[src/vbc_pkg.sv]
package vbc_pkg;

	localparam int KEY_MAX = 64;
	localparam int KEY_AW  = $clog2(KEY_MAX);
	localparam int LEN_W   = $clog2(KEY_MAX + 1);

	localparam logic [7:0] CHAR_SPACE   = 8'h20;
	localparam logic [7:0] CHAR_LOWER_A = 8'h61;
	localparam logic [7:0] CHAR_LOWER_Z = 8'h7a;
	localparam logic [7:0] CHAR_UPPER_A = 8'h41;
	localparam logic [7:0] CHAR_UPPER_Z = 8'h5a;
	localparam logic [7:0] CASE_GAP     = 8'd32;
	localparam logic [5:0] ALPHA_LEN    = 6'd26;

	localparam logic FUNC_KEY_WRITE = 1'b0;
	localparam logic FUNC_CIPHER    = 1'b1;

	localparam logic CFG_DECRYPT_MODE = 1'b0;
	localparam logic CFG_KEY_LENGTH   = 1'b1;

endpackage

[src/vbc_ram.sv]
module vbc_ram #(
	parameter int WIDTH = 8,
	parameter int DEPTH = 64
) (
	input  logic                     clk,
	input  logic                     we,
	input  logic [$clog2(DEPTH)-1:0] waddr,
	input  logic [WIDTH-1:0]         wdata,
	input  logic                     re,
	input  logic [$clog2(DEPTH)-1:0] raddr,
	output logic [WIDTH-1:0]         rdata
);

	logic [WIDTH-1:0] mem_q [DEPTH];

	always_ff @(posedge clk) begin
		if (we) begin
			mem_q[waddr] <= wdata;
		end
		if (re) begin
			rdata <= mem_q[raddr];
		end
	end

endmodule

[src/vbc_shift.sv]
module vbc_shift
	import vbc_pkg::*;
(
	input  logic [7:0] text_in,
	input  logic [7:0] key_in,
	input  logic       back,
	output logic [7:0] text_out
);

	logic       k_up;
	logic       k_lo;
	logic       t_up;
	logic       t_lo;
	logic [7:0] k_lc;
	logic [7:0] base;
	logic [4:0] amount;
	logic [4:0] v;
	logic [5:0] sum;
	logic [5:0] wrapped;

	always_comb begin
		k_up    = (key_in >= CHAR_UPPER_A) && (key_in <= CHAR_UPPER_Z);
		k_lo    = (key_in >= CHAR_LOWER_A) && (key_in <= CHAR_LOWER_Z);
		t_up    = (text_in >= CHAR_UPPER_A) && (text_in <= CHAR_UPPER_Z);
		t_lo    = (text_in >= CHAR_LOWER_A) && (text_in <= CHAR_LOWER_Z);
		k_lc    = k_up ? 8'(key_in + CASE_GAP) : key_in;
		base    = t_lo ? CHAR_LOWER_A : CHAR_UPPER_A;
		amount  = 5'(k_lc - CHAR_LOWER_A);
		v       = 5'(text_in - base);
		sum     = back ? 6'({1'b0, v} + ALPHA_LEN - {1'b0, amount})
		               : 6'({1'b0, v} + {1'b0, amount});
		wrapped = (sum >= ALPHA_LEN) ? 6'(sum - ALPHA_LEN) : sum;
		if ((k_up || k_lo) && (t_up || t_lo)) begin
			text_out = 8'(base + {2'b00, wrapped});
		end else begin
			text_out = text_in;
		end
	end

endmodule

[src/vigenere_byte_cipher_unit.sv]
// Key write: accepted one item per cycle while idle, no result.
// Text item: a stale key position is first reduced by key_length until below it; the key
// store is then read from there, skipping key spaces, and the result is registered once a
// non-space key byte is read or the key holds only spaces; with key_length zero the result is
// registered at acceptance. Input is taken only while idle and stalls while a result waits.
// Reset clears key position, mode, key length (to 1) and output valid; key store is not cleared.
module vigenere_byte_cipher_unit
	import vbc_pkg::*;
(
	input  logic             clk,
	input  logic             arst_n,
	input  logic             s_tvalid,
	output logic             s_tready,
	input  logic [15:0]      s_tdata,   // key_slot[5:0], line_start[6], data_byte[14:7], zero
	input  logic             s_tuser,   // func
	output logic             m_tvalid,
	input  logic             m_tready,
	output logic [7:0]       m_tdata,   // text_out[7:0]
	output logic             m_tuser,   // key_error
	input  logic             cfg_we,
	input  logic             cfg_index,
	input  logic [LEN_W-1:0] cfg_wdata
);

	typedef enum logic [1:0] {
		ST_IDLE,
		ST_NORM,
		ST_CHK,
		ST_HOLD
	} state_t;

	state_t            state_q;
	logic [KEY_AW-1:0] kpos_q;
	logic [KEY_AW-1:0] wpos_q;
	logic [LEN_W-1:0]  cnt_q;
	logic              decrypt_q;
	logic [LEN_W-1:0]  key_length_q;
	logic [7:0]        byte_q;
	logic              m_valid_q;
	logic [7:0]        m_text_q;
	logic              m_err_q;
	logic [7:0]        hold_text_q;
	logic              hold_err_q;

	logic              in_accept;
	logic              in_func;
	logic [KEY_AW-1:0] in_slot;
	logic              in_line;
	logic [7:0]        in_byte;
	logic [LEN_W-1:0]  len;
	logic [KEY_AW-1:0] p0;
	logic              out_free;
	logic [7:0]        key_byte;
	logic              is_space;
	logic              last;
	logic [KEY_AW-1:0] nxt;
	logic              rd_en;
	logic [KEY_AW-1:0] rd_addr;
	logic              fin;
	logic [7:0]        fin_text;
	logic              fin_err;
	logic [7:0]        shifted;

	assign s_tready  = (state_q == ST_IDLE);
	assign in_accept = s_tvalid && s_tready;
	assign in_func   = s_tuser;
	assign in_slot   = s_tdata[5:0];
	assign in_line   = s_tdata[6];
	assign in_byte   = s_tdata[14:7];
	assign m_tvalid  = m_valid_q;
	assign m_tdata   = m_text_q;
	assign m_tuser   = m_err_q;
	assign out_free  = !m_valid_q || m_tready;

	assign len      = (key_length_q > LEN_W'(KEY_MAX)) ? LEN_W'(KEY_MAX) : key_length_q;
	assign p0       = in_line ? '0 : kpos_q;
	assign is_space = (key_byte == CHAR_SPACE);
	assign last     = (LEN_W'(cnt_q + 1'b1) == len);
	assign nxt      = (LEN_W'({1'b0, wpos_q} + 1'b1) == len) ? '0 : KEY_AW'(wpos_q + 1'b1);

	vbc_ram #(
		.WIDTH(8),
		.DEPTH(KEY_MAX)
	) u_key_store (
		.clk   (clk),
		.we    (in_accept && (in_func == FUNC_KEY_WRITE)),
		.waddr (in_slot),
		.wdata (in_byte),
		.re    (rd_en),
		.raddr (rd_addr),
		.rdata (key_byte)
	);

	vbc_shift u_shift (
		.text_in  (byte_q),
		.key_in   (key_byte),
		.back     (decrypt_q),
		.text_out (shifted)
	);

	always_comb begin
		rd_en    = 1'b0;
		rd_addr  = wpos_q;
		fin      = 1'b0;
		fin_text = byte_q;
		fin_err  = 1'b0;
		unique case (state_q)
			ST_IDLE: begin
				rd_addr = p0;
				if (in_accept && (in_func == FUNC_CIPHER)) begin
					if (len == '0) begin
						fin      = 1'b1;
						fin_text = in_byte;
						fin_err  = 1'b1;
					end else if ({1'b0, p0} < len) begin
						rd_en = 1'b1;
					end
				end
			end
			ST_NORM: begin
				rd_en = ({1'b0, wpos_q} < len);
			end
			ST_CHK: begin
				rd_addr = nxt;
				if (!is_space) begin
					fin      = 1'b1;
					fin_text = (byte_q == CHAR_SPACE) ? byte_q : shifted;
				end else if (last) begin
					fin     = 1'b1;
					fin_err = 1'b1;
				end else begin
					rd_en = 1'b1;
				end
			end
			ST_HOLD: begin
			end
			default: begin
			end
		endcase
	end

	always_ff @(posedge clk or negedge arst_n) begin
		if (!arst_n) begin
			state_q      <= ST_IDLE;
			kpos_q       <= '0;
			wpos_q       <= '0;
			cnt_q        <= '0;
			decrypt_q    <= 1'b0;
			key_length_q <= LEN_W'(1);
			byte_q       <= '0;
			m_valid_q    <= 1'b0;
			m_text_q     <= '0;
			m_err_q      <= 1'b0;
			hold_text_q  <= '0;
			hold_err_q   <= 1'b0;
		end else begin
			if (cfg_we) begin
				unique case (cfg_index)
					CFG_DECRYPT_MODE: decrypt_q    <= cfg_wdata[0];
					CFG_KEY_LENGTH:   key_length_q <= cfg_wdata;
					default: begin
					end
				endcase
			end

			if (m_valid_q && m_tready && !fin && (state_q != ST_HOLD)) begin
				m_valid_q <= 1'b0;
			end

			if (fin) begin
				if (out_free) begin
					m_valid_q <= 1'b1;
					m_text_q  <= fin_text;
					m_err_q   <= fin_err;
					state_q   <= ST_IDLE;
				end else begin
					hold_text_q <= fin_text;
					hold_err_q  <= fin_err;
					state_q     <= ST_HOLD;
				end
			end

			unique case (state_q)
				ST_IDLE: begin
					if (in_accept && (in_func == FUNC_CIPHER)) begin
						kpos_q <= p0;
						wpos_q <= p0;
						byte_q <= in_byte;
						cnt_q  <= '0;
						if (len != '0) begin
							state_q <= ({1'b0, p0} < len) ? ST_CHK : ST_NORM;
						end
					end
				end
				ST_NORM: begin
					if ({1'b0, wpos_q} < len) begin
						cnt_q   <= '0;
						state_q <= ST_CHK;
					end else begin
						wpos_q <= KEY_AW'({1'b0, wpos_q} - len);
					end
				end
				ST_CHK: begin
					if (!is_space) begin
						kpos_q <= (byte_q == CHAR_SPACE) ? wpos_q : nxt;
					end else if (!last) begin
						wpos_q <= nxt;
						cnt_q  <= LEN_W'(cnt_q + 1'b1);
					end
				end
				ST_HOLD: begin
					if (out_free) begin
						m_valid_q <= 1'b1;
						m_text_q  <= hold_text_q;
						m_err_q   <= hold_err_q;
						state_q   <= ST_IDLE;
					end
				end
				default: begin
					state_q <= ST_IDLE;
				end
			endcase
		end
	end

endmodule

[config.mk]
export PLATFORM = sky130hd
export DESIGN_NAME = vigenere_byte_cipher_unit
export DESIGN_NICKNAME = d
export VERILOG_FILES = /design/src/vbc_pkg.sv /design/src/vbc_ram.sv /design/src/vbc_shift.sv /design/src/vigenere_byte_cipher_unit.sv
export SDC_FILE = /design/constraint.sdc
export NUM_CORES = 1
export LEC_CHECK = 0
export ABC_CLOCK_PERIOD_IN_PS = 5800
export BUFFER_PORTS_ARGS = -buffer_cell sky130_fd_sc_hd__buf_4
export CAP_MARGIN = 15
export CORE_ASPECT_RATIO = 1.5
export CORE_UTILIZATION = 38
export DETAILED_ROUTE_END_ITERATION = 10
export PLACE_DENSITY_LB_ADDON = 0.1
export SLEW_MARGIN = 20
export SYNTH_ARGS = -nofsm -noshare
export SYNTH_HDL_FRONTEND = slang
export SYNTH_SLANG_ARGS = --single-unit
[constraint.sdc]
create_clock -name clk -period 5.8 [get_ports clk]
set_input_delay 0.87 -clock clk [delete_from_list [all_inputs] [get_ports clk]]
set_output_delay 0.87 -clock clk [all_outputs]
set_load 0.01 [all_outputs]
# Word level (Yosys, flattened, before mapping)
# Memories as Yosys holds them, arrays and structs flattened. A register that Yosys moved wholly into a read port is not among the register bits.
# Cells that the tools add are included.
[totals]
register_bits = 56
ramBits = 512
input_bits = 30
output_inout_bits = 11
elab_cells = 145
n_memories = 1
[memory_table]
columns = ["name", "words", "width", "read_ports", "rd_ports_with_merged_regs", "write_ports", "line_no", "source"]
rows = [
  ["u_key_store.mem_q", 64, 8, 1, 1, 1, "vbc_ram.sv:14", "logic [WIDTH-1:0] mem_q [DEPTH];"],
]
[classes]
add_sub_neg = 12
magnitude_cmp = 12
n_eq_ne = 14
n_mux = 63
n_bitwise = 3
n_reduce_logical = 28
[op_table]
columns = ["operator", "n"]
rows = [
  ["8-bit two-way mux", 9],
  ["6-bit two-way mux", 11],
  ["7-bit two-way mux", 5],
  ["8-bit by 7-bit >= comparator with 1-bit output (second input constant)", 4],
  ["8-bit by 7-bit <= comparator with 1-bit output (second input constant)", 4],
  ["6-bit one-hot mux with 2 select lines", 2],
  ["1-bit two-way mux", 21],
  ["7-bit one-hot mux with 3 select lines", 1],
  ["6-bit one-hot mux with 3 select lines", 1],
  ["8-bit by 6-bit equality test with 1-bit output (second input constant)", 2],
  ["8-bit one-hot mux with 2 select lines", 1],
  ["7-bit equality test", 2],
  ["6-bit by 7-bit less-than comparator with 1-bit output", 2],
  ["2-bit two-way mux", 7],
  ["2-bit != test (second input constant)", 6],
  ["1-bit logical AND", 11],
  ["5-bit AND reduction", 2],
  ["7-bit by 6-bit adder with 8-bit output", 1],
  ["2-bit AND reduction", 4],
  ["6-bit by 1-bit adder with 7-bit output (second input constant)", 1],
  ["7-bit by 1-bit adder with 7-bit output (second input constant)", 1],
  ["7-bit > comparator (second input constant)", 1],
  ["7-bit logical NOT", 1],
  ["7-bit nonzero test", 1],
  ["24 further kinds", 31],
]

# Depth between registers and ports, before layout
# Gate-level depths: netlist (run 1).
[depth]
word_depth = 18
depth_mapped = 22
depth_no_buf = 21

# Hierarchy
# A second synthesis (run 1) with hierarchy kept.
[hier_totals]
hier_cells = 1583
area_unflattened_um2 = 25887.3
[modules_own_cells]
columns = ["mod", "instances", "cells_each", "area_each_um2", "seq_area_each_um2"]
rows = [
  ["vbc_ram", 1, 940, 20246.9, 15615.0],
  ["vigenere_byte_cipher_unit", 1, 460, 4215.3, 1402.6],
  ["vbc_shift", 1, 183, 1425.1, 0.0],
]

# Least setup slack after synthesis (run 1)
# Ideal clock, no wire load.
[synth_path]
path_kind = "register -> register"
startpoint = "register byte_q[0]"
endpoint = "register hold_text_q[4]"
setup_time_ps = 137
arrival_ps = 4556
required_ps = 5663
slack_ps = 1107
path_stages_with_launch = 22
synth_period_minus_slack_ps = 4693
path_cell_list = "dfrtp_1 -> inv_1 -> ha_1 -> inv_1 -> ha_1 -> ha_1 -> fa_1 -> a21o_1 -> a2111o_1 -> o211ai_1 -> o21ai_0 -> xnor2_1 -> ha_1 -> clkbuf_1 -> nand2_1 -> and2_1 -> a211oi_1 -> o21ai_0 -> a21oi_1 -> nor4b_1 -> a311oi_1 -> a21oi_1"
[synth_between]
elab_chain_cells = 11
elab_cells_between_ends = 22
[synth_rtl]
columns = ["item", "line_no", "source"]
rows = [
  ["start: declaration", "vigenere_byte_cipher_unit.sv:38", "logic [7:0] byte_q;"],
  ["start signal: assignment", "vigenere_byte_cipher_unit.sv:188", "byte_q <= in_byte;"],
  ["5-bit subtractor", "vbc_shift.sv:29", "v = 5'(text_in - base);"],
  ["5-bit by 5-bit adder with 6-bit output", "vbc_shift.sv:30", "sum = back ? 6'({1'b0, v} + ALPHA_LEN - {1'b0, amount})"],
  ["6-bit by 5-bit subtractor with 6-bit output", "vbc_shift.sv:30", ""],
  ["6-bit two-way mux", "vbc_shift.sv:30", ""],
  ["6-bit by 5-bit subtractor with 6-bit output / 6-bit by 5-bit >= comparator with 1-bit output (equally long branches)", "vbc_shift.sv:32", "wrapped = (sum >= ALPHA_LEN) ? 6'(sum - ALPHA_LEN) : sum;"],
  ["6-bit two-way mux", "vbc_shift.sv:32", ""],
  ["7-bit by 6-bit adder with 8-bit output", "vbc_shift.sv:34", "text_out = 8'(base + {2'b00, wrapped});"],
  ["8-bit two-way mux", "vbc_shift.sv:33", "if ((k_up || k_lo) && (t_up || t_lo)) begin"],
  ["8-bit two-way mux *", "vigenere_byte_cipher_unit.sv:127", "fin_text = (byte_q == CHAR_SPACE) ? byte_q : shifted;"],
  ["8-bit two-way mux *", "vigenere_byte_cipher_unit.sv:125", "if (!is_space) begin"],
  ["8-bit one-hot mux with 2 select lines *", "vigenere_byte_cipher_unit.sv:107", "unique case (state_q)"],
  ["end signal: assignment", "vigenere_byte_cipher_unit.sv:177", "hold_text_q <= fin_text;"],
  ["end: declaration", "vigenere_byte_cipher_unit.sv:42", "logic [7:0] hold_text_q;"],
]
# Mark *: on every way between the ends. The rest lies on a longest branch, timed or not.
# A chain may end at the register's enable or synchronous reset.

# Worst setup path after layout (run 1)
[layout_path]
startpoint = "register u_key_store.rdata[0], read port of u_key_store.mem_q"
endpoint = "register hold_text_q[4]"
[layout_between]
elab_chain_cells = 13
elab_cells_between_ends = 26
[layout_rtl]
columns = ["item", "line_no", "source"]
rows = [
  ["start: declaration", "vbc_ram.sv:11", "output logic [WIDTH-1:0] rdata"],
  ["8-bit by 7-bit >= comparator with 1-bit output / 8-bit by 7-bit <= comparator with 1-bit output (equally long branches)", "vbc_shift.sv:22", "k_up = (key_in >= CHAR_UPPER_A) && (key_in <= CHAR_UPPER_Z);"],
  ["1-bit logical AND", "vbc_shift.sv:22", ""],
  ["5-bit two-way mux", "vbc_shift.sv:26", "k_lc = k_up ? 8'(key_in + CASE_GAP) : key_in;"],
  ["5-bit by 1-bit subtractor with 5-bit output", "vbc_shift.sv:28", "amount = 5'(k_lc - CHAR_LOWER_A);"],
  ["6-bit by 5-bit subtractor with 6-bit output / 5-bit by 5-bit adder with 6-bit output (equally long branches)", "vbc_shift.sv:30, vbc_shift.sv:31", ""],
  ["6-bit two-way mux", "vbc_shift.sv:30", ""],
  ["6-bit by 5-bit subtractor with 6-bit output / 6-bit by 5-bit >= comparator with 1-bit output (equally long branches)", "vbc_shift.sv:32", ""],
  ["6-bit two-way mux", "vbc_shift.sv:32", ""],
  ["7-bit by 6-bit adder with 8-bit output", "vbc_shift.sv:34", ""],
  ["8-bit two-way mux", "vbc_shift.sv:33", ""],
  ["8-bit two-way mux", "vigenere_byte_cipher_unit.sv:127", ""],
  ["8-bit two-way mux", "vigenere_byte_cipher_unit.sv:125", ""],
  ["8-bit one-hot mux with 2 select lines", "vigenere_byte_cipher_unit.sv:107", ""],
]
# Parallel ways exist; a longest one is shown, timed or not.

==> out/results.env, run 1 <==
INTERNAL_POWER_mW=9.88
MAX_SLEW.WORST_PIN.SLEW_PS=1070
FINAL-SETUP-VIOL-COUNT=0
WORST_EP_REQUIRED_TIME_PS=6300
POWER.TOTAL_mW=16.5
SYNTHESIS.AREA_MM2=0.0257
CTS_SETUP_BUFFERS=0
DIEHEIGHT_UM=321
GRT_SETUP_UNREPAIRED='false'
FINAL_HOLD_VIOL_COUNT=0
FINALINSTANCEAREA_MM2=0.0290
DR.FIRST_ITER.DRC_COUNT=1200
POWER.SEQUENTIAL.FRACTION_PCT=30.1
POST_SYNTH_MOST_FREQUENT_CELLS='sky130_fd_sc_hd__edfxtp_1, sky130_fd_sc_hd__nand2_1, sky130_fd_sc_hd__mux2i_1'
FLOORPLAN.INITIALDENSITY_PCT=38.5
WORST_SKEW_PAIR.LATE_LATENCY_PS=630
MAXUSEDROUTINGLAYER='met4'
DRV_CAP=0
LONGEST_INDIVIDUAL_STAGE_DELAY_ON_THE_WORST_PATH_PS=450
POST_SYNTH.CELL_AREA_AVG_UM2=13.3
SYNTH_AREA_LEADER_CELL='sky130_fd_sc_hd__edfxtp_1'
POST_CTS_RESIZED=0
DRV_SLEW=0
SETUP.REG_TO_REG.WORST_SLACK_PS=730
SYN_INST=1940
SYNTH_ENABLE_FLOP_CELLS=520
GR-USAGE-ALL-LAYERS_PCT=20.1
POWER.SHARE.SWITCHING_PCT=40.1
CTS_HTREE_LEVELS=2
AREA_DELTA_SYNTH_FINAL_PCT=12.6
SLEW_HEADROOM_PCT=27.9
CORE_AREA_MM2=0.0668
TOTAL_SWITCHING_POWER_mW=6.63
CLOCK_SINK_COUNT=576
SYNTH_XOR_XNOR_AREA_SHARE_PCT=1.23
DRT-WIRELENGTH-PER-CELL_UM=23.8
FINAL.SETUP.TNS_PS=0
CTSLONGESTPATHBUFFERS=3
CLOCKROOTBUFFER='sky130_fd_sc_hd__clkbuf_16'
COMBPWRFRAC_PCT=47.0
GRT_START_MAX_NET_PINS=67
DRT-PASS1-ITER-COUNT=5
SYNTHESIZED_AREA_FRACTION_OCCUPIED_BY_ADDER_CELLS_PCT=2.33
CRIT_CHAIN='inv_1 -> ha_1 -> inv_1 -> ha_1 -> ha_1 -> fa_1 -> xor2_1 -> nand2_1 -> o21ai_1 -> nand2_1 -> o21ai_0 -> xnor2_1 -> ha_1 -> nand2_1 -> and2_1 -> a211oi_1 -> o21ai_0 -> a21oi_1 -> nor2_1 -> a311oi_1 -> a21oi_1'
LAYOUT.CORE_UTILIZATION_PCT=43.4
POSTSYNTH.ASYNCRESETSHARE_PCT=9.72
PERIOD_SHARE_PCT=87.5
POSTSYNTH.TOPFLOPCELL='sky130_fd_sc_hd__edfxtp_1'
SEQ_CELLS_POST_SYNTH=576
STATIC-LEAKAGE-POWER_nW=10.5
GRT_PASS1_VIAS=15900
FINAL_LAYOUT_SIZE_SUFFIX_GT1_SHARE_PCT=10.4
MET3ROUTEDLENGTH_MM=2.51
SHARE_OF_THE_SYNTHESIZED_AREA_IN_COMPOUND_GATES_AO_OA_AOI_OAI_PCT=9.69
SYNTH_FP_NETS=2016
YOSYS-MUX-AREA-FRACTION_PCT=7.91
WORST-PATH-MAX-FANOUT=8
DIE_OUTLINE_AREA_MM2=0.0687
TRITONCTS='built'
FIN_CRIT_PS=5070
TOP_LEVEL_PORTS=41
YS_TOP_CELLS_BY_AREA='sky130_fd_sc_hd__edfxtp_1, sky130_fd_sc_hd__mux2i_1, sky130_fd_sc_hd__dfrtp_1'
VIA_COUNT=15900
WORSTSETUPSTARTPOINTTYPE='register'
GR-TOTAL-OVERFLOW=0
GRT_ANTENNA_BEFORE_REPAIR=1
MET2_WIRELENGTH_FROM_DETAILED_ROUTING_MM=36.8
FINALHOLDWORSTSLACK_PS=309
POST_SYNTH_CELL_TYPES=80
NUMBER_OF_BUFFERS_ADDED_BY_THE_CLOCK_TREE_SYNTHESIS_STEP=57
FINALWIRELENGTH_MM=69.4
NETS=2059
CLOCK_POWER_SHARE_PCT=22.9
DETAIL-ROUTE-ANTENNA-NETS=0
ROWS=116
INSERTEDDIODECOUNT=0
POST_SYNTHESIS_SHARE_OF_CELL_AREA_SPENT_ON_AND_OR_NAND_AND_NOR_GATES_PCT=10.1
DRC=0
DIE_X_UM=214
CTS_HOLD_REPAIR.BUFFERS=0
SYNTHESIS.YOSYS.WARNINGS=0
GRT_FIRST_PASS_WIRELENGTH_MM=103
CRIT_SLOWEST_CELL='sky130_fd_sc_hd__o21ai_0'
FIN_SKEW_PS=17.3
CLK_PIN_SLEW_PS=70
KIND_OF_END_POINT_OF_THE_CRITICAL_PATH='register'
ARRIVAL_PS=5570
YOSYSSEQAREASHARE_PCT=66.2
HP-CLASS='primary input to asynchronous set/reset pin'
GP_ROUTABILITY_CONGESTION=0.863
DPL_CELL_AREA_MM2=0.0271
YOSYS.AREA.TOP_TYPE_SHARE_PCT=60.7
WORST-SETUP-PATH-TYPE='register to register'
FMAX_MHz=197
MOST_REPEATED_CELL_IN_THE_GATE_LEVEL_NETLIST_AFTER_SYNTHESIS='sky130_fd_sc_hd__edfxtp_1'
SYNTH_TOP_FAMILY_BY_AREA='simple AND/OR/NAND/NOR gates'
ROUTE.LAYER.MET1.WL_MM=27.6
CRIT_PATH_FREQUENT_CELL='sky130_fd_sc_hd__ha_1'
POST-DP-HPWL_MM=46.4
IRDROPWORSTVDD_V=0.000830
DRT-VIAS-PER-INSTANCE=5.46
IO_BUFFERS=39
STATUS='finished, final reports clean'
CELLPOWERDENSITY_mW_PER_MM2=570
-- cell families (layout without fill, tap and decap cells) --
| kind of cell | count (synthesis) | in the layout |
|---|---|---|
| compound gates | 370 | 370 |
| xor+xnor | 32 | 32 |
| fa+ha+maj | 46 | 46 |
| buf+inv | 144 | 231 |
| flops | 576 | 576 |
| mux | 201 | 201 |
| simple gates | 571 | 571 |
-- final timing paths --
| check | start | to | depth (start not counted) |
|---|---|---|---|
| setup / recovery | u_key_store.rdata[0]$_DFFE_PP_ | hold_text_q[4]$_DFFE_PN0P_ | 21 |
| hold / removal | arst_n | cnt_q[3]$_DFFE_PN0P_ | 1 |
| setup reg to reg | u_key_store.rdata[0]$_DFFE_PP_ | hold_text_q[4]$_DFFE_PN0P_ | 21 |
| hold reg to reg | hold_text_q[1]$_DFFE_PN0P_ | m_tdata[1]$_DFF_PN0_ | 2 |
| max in group asynchronous | arst_n | byte_q[5]$_DFFE_PN0P_ | 1 |
| min in group clk | cfg_wdata[2] | key_length_q[2]$_DFFE_PN0P_ | 2 |
-- sequential cells by signal, summed over array words and instances, names as in the netlist --
register           flops
decrypt_q              1
hold_err_q             1
kpos_q                 6
u_key_store.rdata      8
hold_text_q            8
cnt_q                  7
u_key_store.mem_q    512
m_tvalid               1
byte_q                 8
state_q                2
m_tdata                8
wpos_q                 6
key_length_q           7
m_tuser                1
-- metal layers --
| metal | up-vias | GRT usage (%) |
|---|---|---|
| met4 | 0 | 7.24 |
| met3 | 109 | 2.45 |
| li1 | 7477 | - |
| met1 | 7966 | 23.5 |
| met5 | - | 0 |
| met2 | 355 | 37.5 |
-- area by class of cell --
type                            instances  area (µm²)
Inverter                               38         143
Clock buffer                           74        1530
Multi-Input combinational cell       1220        8070
Tap cell                              885        1110
Fill cell                            6120       37800
Timing Repair Buffer                   90         738
Clock inverter                         29         358
Sequential cell                       576       17000
-- layout by cell type, fill, tap and decap left out, drive strengths merged, types with 4 or more instances in the layout --
cell / netlist / layout
a31o: 6 / 6
xnor2: 13 / 13
buf: 52 / 90
nor2: 122 / 122
and3: 20 / 20
nand3b: 5 / 5
a22oi: 4 / 4
a31oi: 11 / 11
a21o: 14 / 14
nand4b: 4 / 4
o21a: 6 / 6
o21ai: 76 / 76
nand4: 23 / 23
o2111ai: 5 / 5
a21oi: 57 / 57
mux2: 18 / 18
o22ai: 72 / 72
clkbuf: 54 / 74
edfxtp: 520 / 520
a211o: 19 / 19
and2: 5 / 5
nand2: 243 / 243
nor2b: 16 / 16
clkinv: 0 / 20
o211ai: 11 / 11
inv: 38 / 39
bufinv: 0 / 7
ha: 43 / 43
nor3: 12 / 12
mux2i: 183 / 183
or3: 12 / 12
nand3: 72 / 72
xor2: 17 / 17
nand2b: 15 / 15
a211oi: 10 / 10
o31ai: 10 / 10
a22o: 14 / 14
a32oi: 20 / 20
nor4: 7 / 7
dfrtp: 55 / 55
-- worst max-delay path, delay by kind of cell (launching register included) --
| family | cells | cell delay (ps) |
|---|---|---|
| simple gates | 5 | 580 |
| flops | 1 | 400 |
| compound gates | 7 | 1780 |
| buf+inv | 2 | 200 |
| xor+xnor | 2 | 340 |
| fa+ha+maj | 5 | 1630 |
-- through the flow --
step                      cells  setup WS, ps
after floorplan            1940          1110
after CTS                  2912           752
final                      2912           727
after detailed placement   2809           769
after global placement     2808           756
after global routing       2912           265
-- power groups by stage --
stage	registers (mW)	clock network [mW]	logic, mW
final	4.98	3.78	7.76
after global routing	5.00	4.00	8.49
after CTS	4.98	3.86	7.82
after detailed placement	5.06	0	7.78
after global placement	5.05	0	7.71
after floorplan	4.97	0	5.57
Note: power is estimated with default switching activity, not from simulation.
==> inputs of run 2 (changes only) <==
Settings changed: ABC_CLOCK_PERIOD_IN_PS 5800 to 4100.
Clock period 5.8 ns to 4.1 ns, I/O delays scaled along.
==> run 2 against run 1 <==
Largest cell class unchanged. Utilization is 2.7 points higher. Clock skew decreased by 1.4 ps. Wire length up 4.2%. Total power rose by 57%. Via count increased by 5.6%. Combinational power up 75%. Flip-flop and latch count did not move. Sequential share of layout area fell by 3.5 points. Clock-buffer cell count fell by 6. Critical path depth unchanged. Final cell count is 6.2% higher. Critical path type unchanged. Global-route usage up 1.1 points.
==> out/results.env, run 2 (same netlist as run 1, synthesis figures left out) <==
LARGEST_REGISTER_FF_COUNT=512  # unchanged
NETS=2241  # +8.8%
DRT-VIAS-PER-INSTANCE=5.43  # -0.58%
DR.FIRST_ITER.DRC_COUNT=1191  # -0.75%
POST-PLACE-WS_PS=-149  # -918 ps
DETAIL-ROUTE-ANTENNA-NETS=0  # unchanged
FMAX_MHz=246  # +25%
CRIT_PATH_END='m_tdata[4]$_DFF_PN0_'
FINAL-SETUP-VIOL-COUNT=0  # unchanged
GRT_PASS1_VIAS=17200  # +7.8%
WORST_R2R_PATH_DEPTH=21  # unchanged
IRDROPWORSTVDD_V=0.00121  # +46%
REG2REG_TO='m_tdata[4]$_DFF_PN0_'
CLOCKROOTBUFFER='sky130_fd_sc_hd__clkbuf_16'
GRT_ANTENNA_BEFORE_REPAIR=1  # unchanged
FIN_SKEW_PS=15.9  # -1.43 ps
STATUS='finished, final reports clean'
MAX_SLEW.WORST_PIN.SLEW_PS=902  # -170 ps
CTSLONGESTPATHBUFFERS=3  # unchanged
VIA_COUNT=16800  # +5.6%
AREA_DELTA_SYNTH_FINAL_PCT=19.7
POWER.TOTAL_mW=25.9  # +57%
GR-TOTAL-OVERFLOW=0  # unchanged
NUMBER_OF_BUFFERS_ADDED_BY_THE_CLOCK_TREE_SYNTHESIS_STEP=57  # unchanged
PERIOD_SHARE_PCT=99.1  # +12 points
WORSTSETUPSTARTPOINTTYPE='register'
MOSTFREQUENTLAYOUTCELL='sky130_fd_sc_hd__edfxtp_1'
MOSTFREQUENTLAYOUTCELLS='sky130_fd_sc_hd__edfxtp_1, sky130_fd_sc_hd__buf_4, sky130_fd_sc_hd__nand2_1'
LARGEST-REGISTER='u_key_store.mem_q'
DIE_X_UM=214  # unchanged
STATIC-LEAKAGE-POWER_nW=11.5  # +9.6%
INSERTEDDIODECOUNT=0  # unchanged
CRIT_SLOWEST_CELL='sky130_fd_sc_hd__edfxtp_1'
DRV_CAP=0  # unchanged
LONGEST_INDIVIDUAL_STAGE_DELAY_ON_THE_WORST_PATH_PS=420  # -30 ps
CLOCK_SINK_COUNT=576  # unchanged
WORST_SKEW_PAIR.LATE_LATENCY_PS=630  # about the same
DRV_SLEW=0  # unchanged
NUM-FILL-CELLS=6044  # -1.2%
GP_ROUTABILITY_CONGESTION=0.911  # +5.5%
DRC=0  # unchanged
GRT_START_MAX_NET_PINS=67  # unchanged
FINALWIRELENGTH_MM=72.3  # +4.2%
CTS_HTREE_LEVELS=2  # unchanged
SLEW_HEADROOM_PCT=39.3  # +11 points
ROWS=116  # unchanged
WORST-PATH-MAX-FANOUT=4  # -4
DRT-PASS1-ITER-COUNT=5  # unchanged
CORE_AREA_MM2=0.0668  # unchanged
FIN_CRIT_PS=4060  # -1010 ps
GRT_SETUP_UNREPAIRED='true'
TRITONCTS='built'
WORST_EP_REQUIRED_TIME_PS=4620  # -1680 ps
FINAL_HOLD_VIOL_COUNT=0  # unchanged
CRIT_PATH_FREQUENT_CELL='sky130_fd_sc_hd__ha_4'
CLK_PIN_SLEW_PS=70  # about the same
FLOORPLAN.INITIALDENSITY_PCT=38.5  # unchanged
DIEHEIGHT_UM=321  # unchanged
SETUP_SLACK_PS=38.1  # -689 ps
ARRIVAL_PS=4580  # -990 ps
MULTIINPUTGATEAREA_MM2=0.00835  # +3.4%
CRIT_CHAIN='inv_2 -> ha_4 -> inv_4 -> ha_4 -> ha_4 -> fa_2 -> a21o_1 -> a2111o_1 -> o211ai_1 -> o21ai_1 -> xnor2_1 -> ha_2 -> nand2_2 -> and2_4 -> a211oi_4 -> o21ai_2 -> a21oi_2 -> nor2_2 -> a311oi_2 -> buf_4 -> o21ai_1'
CRITICAL_R2R_LAUNCH='u_key_store.rdata[0]$_DFFE_PP_'
SETUP.REG_TO_REG.WORST_SLACK_PS=40  # -690 ps
WORST-SETUP-PATH-TYPE='register to register'
KIND_OF_END_POINT_OF_THE_CRITICAL_PATH='register'
TOP_LEVEL_PORTS=41  # unchanged
WORST_SETUP_PATH_STARTPOINT='u_key_store.rdata[0]$_DFFE_PP_'
GR-USAGE-ALL-LAYERS_PCT=21.2  # +1.1 points
GRT_FIRST_PASS_WIRELENGTH_MM=108  # +5.1%
DIE_OUTLINE_AREA_MM2=0.0687  # unchanged
IO_BUFFERS=39  # unchanged
POST-DP-HPWL_MM=48.9  # +5.4%
DRT-WIRELENGTH-PER-CELL_UM=23.4  # -1.8%
FINAL_LAYOUT_SIZE_SUFFIX_GT1_SHARE_PCT=19.9  # +9.6 points
HP-CLASS='primary input to asynchronous set/reset pin'
SEQ_AREA_MM2=0.0170  # about the same
CELLPOWERDENSITY_mW_PER_MM2=842  # +48%
[run 2: cell types whose count changed in the layout (fill, tap and decap cells not counted), sizes merged]
| cell | delta |
|---|---|
| inv | +2 |
| clkinv | -2 |
| and3 | +1 |
| clkbuf | -6 |
| buf | +181 |
| clkinvlp | +2 |
| bufinv | +2 |
[run 2: per-stage QoR]
stage,instances,utilization (%),hold slack (ps),area [µm²],TNS [ps]
floorplan,1940,-,319,25800,-294
global placement,2978,42.8,462,28600,-341
detailed placement,2978,42.8,470,28600,-320
CTS,3089,45.9,65.7,30600,-0.310
global route,3092,46.1,96.5,30800,-627
finish,3092,46.1,51.7,30800,0
[run 2: worst max-delay path, delay by kind of cell (launching register included)]
family / cells / cell delay [ps]
compound gates: 9 / 1550
fa+ha+maj: 5 / 1130
flops: 1 / 420
buf+inv: 3 / 360
simple gates: 3 / 290
xor+xnor: 1 / 190
[run 2: power breakdown]
part           total (mW)  leakage [nW]  switching (mW)  internal [mW]
Clock                5.37         0.916            2.26           3.12
Combinational        13.6          5.26            7.66           5.90
Sequential           6.98          5.37           0.242           6.73
Total                25.9          11.5            10.2           15.7
[run 2: routing by layer]
metal	global-route usage [%]	routed length, µm	part of all wire [%]
met3	2.73	2970	4.1
met4	9.51	3280	4.5
met2	38.8	38100	53
met1	24.5	28000	39
met5	0	11	0.015
[run 2: worst min-delay path by stage]
stage	endpoint	start	cells past startpoint
3_5_place_dp	m_tuser$_DFF_PN0_	hold_err_q$_DFFE_PN0P_	2
3_3_place_gp	m_tdata[0]$_DFF_PN0_	hold_text_q[0]$_DFFE_PN0P_	2
4_1_cts	wpos_q[2]$_DFFE_PN0P_	arst_n	1
5_1_grt	key_length_q[3]$_DFFE_PN0P_	arst_n	1
6_report	wpos_q[0]$_DFFE_PN0P_	arst_n	1
2_1_floorplan	byte_q[0]$_DFFE_PN0P_	arst_n	0
[run 2: final cells by class]
cell class              instances  share of cell area [%]
inverters                      38                   0.480
repair buffers                271                    7.39
clock buffers                  68                    4.77
clock inverters                33                    1.36
flip-flops and latches        576                    55.3
multi-input cells            1221                    27.1
well taps                     885                    3.60
[run 2: repair_timing]
item,in CTS,in global routing
buffers inserted,9,3
endpoints found under the setup margin,8,15
pin swaps,19,11
resized for setup,17,27
gates cloned,1,0
hold buffers,0,0
==> inputs of run 3 (changes only) <==
Settings changed: PLACE_DENSITY set to 0.52, PLACE_DENSITY_LB_ADDON 0.1 to not set, SETUP_SLACK_MARGIN set to 0.1.
==> run 3 against run 2 <==
Maximum frequency grew 1.5%. Sequential power about the same. Total power is 0.73% lower. Non-clock buffer count up 2.
==> out/results.env, run 3 (same netlist as run 1, synthesis figures left out) <==
STATUS='finished, final reports clean'
DRV_SLEW=0  # unchanged
GRT_PASS1_VIAS=17100  # -0.76%
DPL_CELL_AREA_MM2=0.0285  # -0.44%
GR-TOTAL-OVERFLOW=0  # unchanged
NETS=2241  # unchanged
CRIT_SLOWEST_CELL='sky130_fd_sc_hd__edfxtp_1'
FLOORPLAN.INITIALDENSITY_PCT=38.5  # unchanged
TOP_LEVEL_PORTS=41  # unchanged
DIE_X_UM=214  # unchanged
GRT_ANTENNA_BEFORE_REPAIR=1  # unchanged
MET3ROUTEDLENGTH_MM=2.51  # -15%
KIND_OF_END_POINT_OF_THE_CRITICAL_PATH='register'
LARGEST-REGISTER='u_key_store.mem_q'
DRC=0  # unchanged
PLACED_CELLS_INCL_TAPS=2958  # -0.67%
INSERTEDDIODECOUNT=0  # unchanged
CLOCK_SINK_COUNT=576  # unchanged
ROUTE.LAYER.MET1.WL_MM=27.4  # -2.0%
DRT-WIRELENGTH-PER-CELL_UM=22.9  # -2.2%
FINAL_LAYOUT_SIZE_SUFFIX_GT1_SHARE_PCT=20.5  # +0.59 points
FINAL-SETUP-VIOL-COUNT=0  # unchanged
DIEHEIGHT_UM=321  # unchanged
IO_BUFFERS=39  # unchanged
FIN_CRIT_PS=4000  # -58.6 ps
TRITONCTS='built'
HP-CLASS='primary input to asynchronous set/reset pin'
NUM-FILL-CELLS=6030  # -0.23%
MET2_WIRELENGTH_FROM_DETAILED_ROUTING_MM=37.6  # -1.3%
CELLPOWERDENSITY_mW_PER_MM2=836  # -0.68%
POST-DP-HPWL_MM=47.1  # -3.6%
ARRIVAL_PS=4520  # -60 ps
DRV_CAP=0  # unchanged
FINALWIRELENGTH_MM=70.7  # -2.2%
CTS_HTREE_LEVELS=2  # unchanged
CLOCKROOTBUFFER='sky130_fd_sc_hd__clkbuf_16'
SLEW_HEADROOM_PCT=38.5  # -0.74 points
WORST_SKEW_PAIR.LATE_LATENCY_PS=630  # about the same
FMAX_MHz=250  # +1.5%
GP_ROUTABILITY_CONGESTION=0.898  # -1.5%
LARGEST_REGISTER_FF_COUNT=512  # unchanged
PERIOD_SHARE_PCT=97.6  # -1.4 points
WORST-PATH-MAX-FANOUT=4  # unchanged
WORST_EP_REQUIRED_TIME_PS=4610  # about the same
FIN_SKEW_PS=20.2  # +4.28 ps
WORST-SETUP-PATH-TYPE='register to register'
STATIC-LEAKAGE-POWER_nW=11.5  # -0.39%
DETAIL-ROUTE-ANTENNA-NETS=0  # unchanged
FINAL_HOLD_VIOL_COUNT=0  # unchanged
WORSTSETUPSTARTPOINTTYPE='register'
GRT_START_MAX_NET_PINS=67  # unchanged
DRT-VIAS-PER-INSTANCE=5.40  # -0.48%
LAYOUT.CELLS.NON_FILLER=3092  # unchanged
MAX_SLEW.WORST_PIN.SLEW_PS=919  # +17.3 ps
GRT_SETUP_UNREPAIRED='true'
VIA_COUNT=16700  # -0.48%
DRT-PASS1-ITER-COUNT=5  # unchanged
FINALHOLDWORSTSLACK_PS=66.5  # +14.8 ps
DR.FIRST_ITER.DRC_COUNT=1245  # +4.5%
MAXUSEDROUTINGLAYER='met5'
CTSLONGESTPATHBUFFERS=3  # unchanged
AREA_DELTA_SYNTH_FINAL_PCT=19.6  # about the same
NUMBER_OF_BUFFERS_ADDED_BY_THE_CLOCK_TREE_SYNTHESIS_STEP=56  # -1.8%
DIE_OUTLINE_AREA_MM2=0.0687  # unchanged
LONGEST_INDIVIDUAL_STAGE_DELAY_ON_THE_WORST_PATH_PS=410  # about the same
GR-USAGE-ALL-LAYERS_PCT=20.5  # -0.65 points
IRDROPWORSTVDD_V=0.00129  # +6.6%
MOSTFREQUENTLAYOUTCELLS='sky130_fd_sc_hd__edfxtp_1, sky130_fd_sc_hd__buf_4, sky130_fd_sc_hd__nand2_1'
POWER.TOTAL_mW=25.7  # -0.73%
CRIT_CHAIN='inv_2 -> ha_4 -> inv_4 -> ha_4 -> ha_4 -> fa_2 -> a21o_1 -> a2111o_1 -> o211ai_1 -> o21ai_2 -> xnor2_1 -> ha_2 -> nand2_2 -> and2_4 -> a211oi_2 -> o21ai_2 -> a21oi_2 -> nor2_1 -> a311oi_1 -> buf_4 -> o21ai_2'
GRT_FIRST_PASS_WIRELENGTH_MM=106  # -2.2%
CLK_PIN_SLEW_PS=80  # about the same
CORE_AREA_MM2=0.0668  # unchanged
ROWS=116  # unchanged
MOSTFREQUENTLAYOUTCELL='sky130_fd_sc_hd__edfxtp_1'
FINALINSTANCEAREA_MM2=0.0308  # about the same
run 3: cell types whose count changed in the layout (fill, tap and decap cells not counted), moves of 3 or more:
cell,change
sky130_fd_sc_hd__clkinv_2,+6
sky130_fd_sc_hd__bufinv_16,-8
sky130_fd_sc_hd__a21oi_1,-3
sky130_fd_sc_hd__buf_4,-6
sky130_fd_sc_hd__a211oi_2,+4
sky130_fd_sc_hd__a211oi_1,-3
sky130_fd_sc_hd__buf_12,+4
sky130_fd_sc_hd__a21oi_2,+3
sky130_fd_sc_hd__clkinvlp_4,-3
sky130_fd_sc_hd__dfrtp_2,+4
sky130_fd_sc_hd__clkinv_1,+6
sky130_fd_sc_hd__dfrtp_1,-4
sky130_fd_sc_hd__o21ai_1,-4
sky130_fd_sc_hd__o21ai_2,+6
run 3: final timing paths:
| kind | end | slack (ps) | cells after the start | start |
|---|---|---|---|---|
| worst min register to register | m_tdata[0]$_DFF_PN0_ | 480 | 2 | hold_text_q[0]$_DFFE_PN0P_ |
| worst max register to register | m_tdata[4]$_DFF_PN0_ | 100 | 21 | u_key_store.rdata[0]$_DFFE_PP_ |
| worst max-delay path | m_tdata[4]$_DFF_PN0_ | 100 | 21 | u_key_store.rdata[0]$_DFFE_PP_ |
| max in group asynchronous | wpos_q[5]$_DFFE_PN0P_ | 3460 | 1 | arst_n |
| worst min-delay path | wpos_q[0]$_DFFE_PN0P_ | 70 | 1 | arst_n |
| min in group clk | key_length_q[5]$_DFFE_PN0P_ | 240 | 2 | cfg_wdata[5] |
run 3: metrics by stage:
| step | TNS [ps] | util (%) | worst slack [ps] |
|---|---|---|---|
| 6_report | 0 | 46.1 | 96.7 |
| 5_1_grt | -329 | 46.1 | -145 |
| 4_1_cts | 0 | 45.6 | 73.5 |
| 3_5_place_dp | -632 | 42.6 | -140 |
| 3_3_place_gp | -370 | 42.6 | -174 |
| 2_1_floorplan | -294 | - | -149 |
run 3: repair_timing:
item	4_1_cts	5_1_grt
hold buffers	0	0
setup endpoints to repair	14	16
pin swaps	19	21
setup buffers	17	15
resized for setup	24	43
cloned	1	1
run 3: critical path: cells and delay by family (launching register included):
family                   cells  cell delay [ps]
AO/OA/AOI/OAI                9             1540
adder cells (fa/ha/maj)      5             1130
flip-flops                   1              410
buffers and inverters        3              370
AND/OR/NAND/NOR              3              290
XOR/XNOR                     1              160
run 3: layout make-up:
cell class              count  area, µm²  area share, %
inverters                  38        148          0.480
well taps                 885       1110           3.60
clock inverters            31        204          0.663
repair buffers            273       2390           7.77
multi-input cells        1220       8440           27.4
flip-flops and latches    576      17000           55.3
clock buffers              69       1460           4.75
run 3: per-layer routing:
| layer | vias to the layer above | track usage (%) |
|---|---|---|
| li1 | 7810 | - |
| met1 | 8388 | 23.6 |
| met2 | 380 | 38.1 |
| met3 | 132 | 2.24 |
| met4 | 2 | 9.32 |
| met5 | - | 0 |
run 3: power by group:
group / total [mW] / switching (mW) / internal (mW)
sequential: 6.99 / 0.257 / 6.73
clock: 4.81 / 2.22 / 2.59
combinational: 13.9 / 7.74 / 6.17
total: 25.7 / 10.2 / 15.5
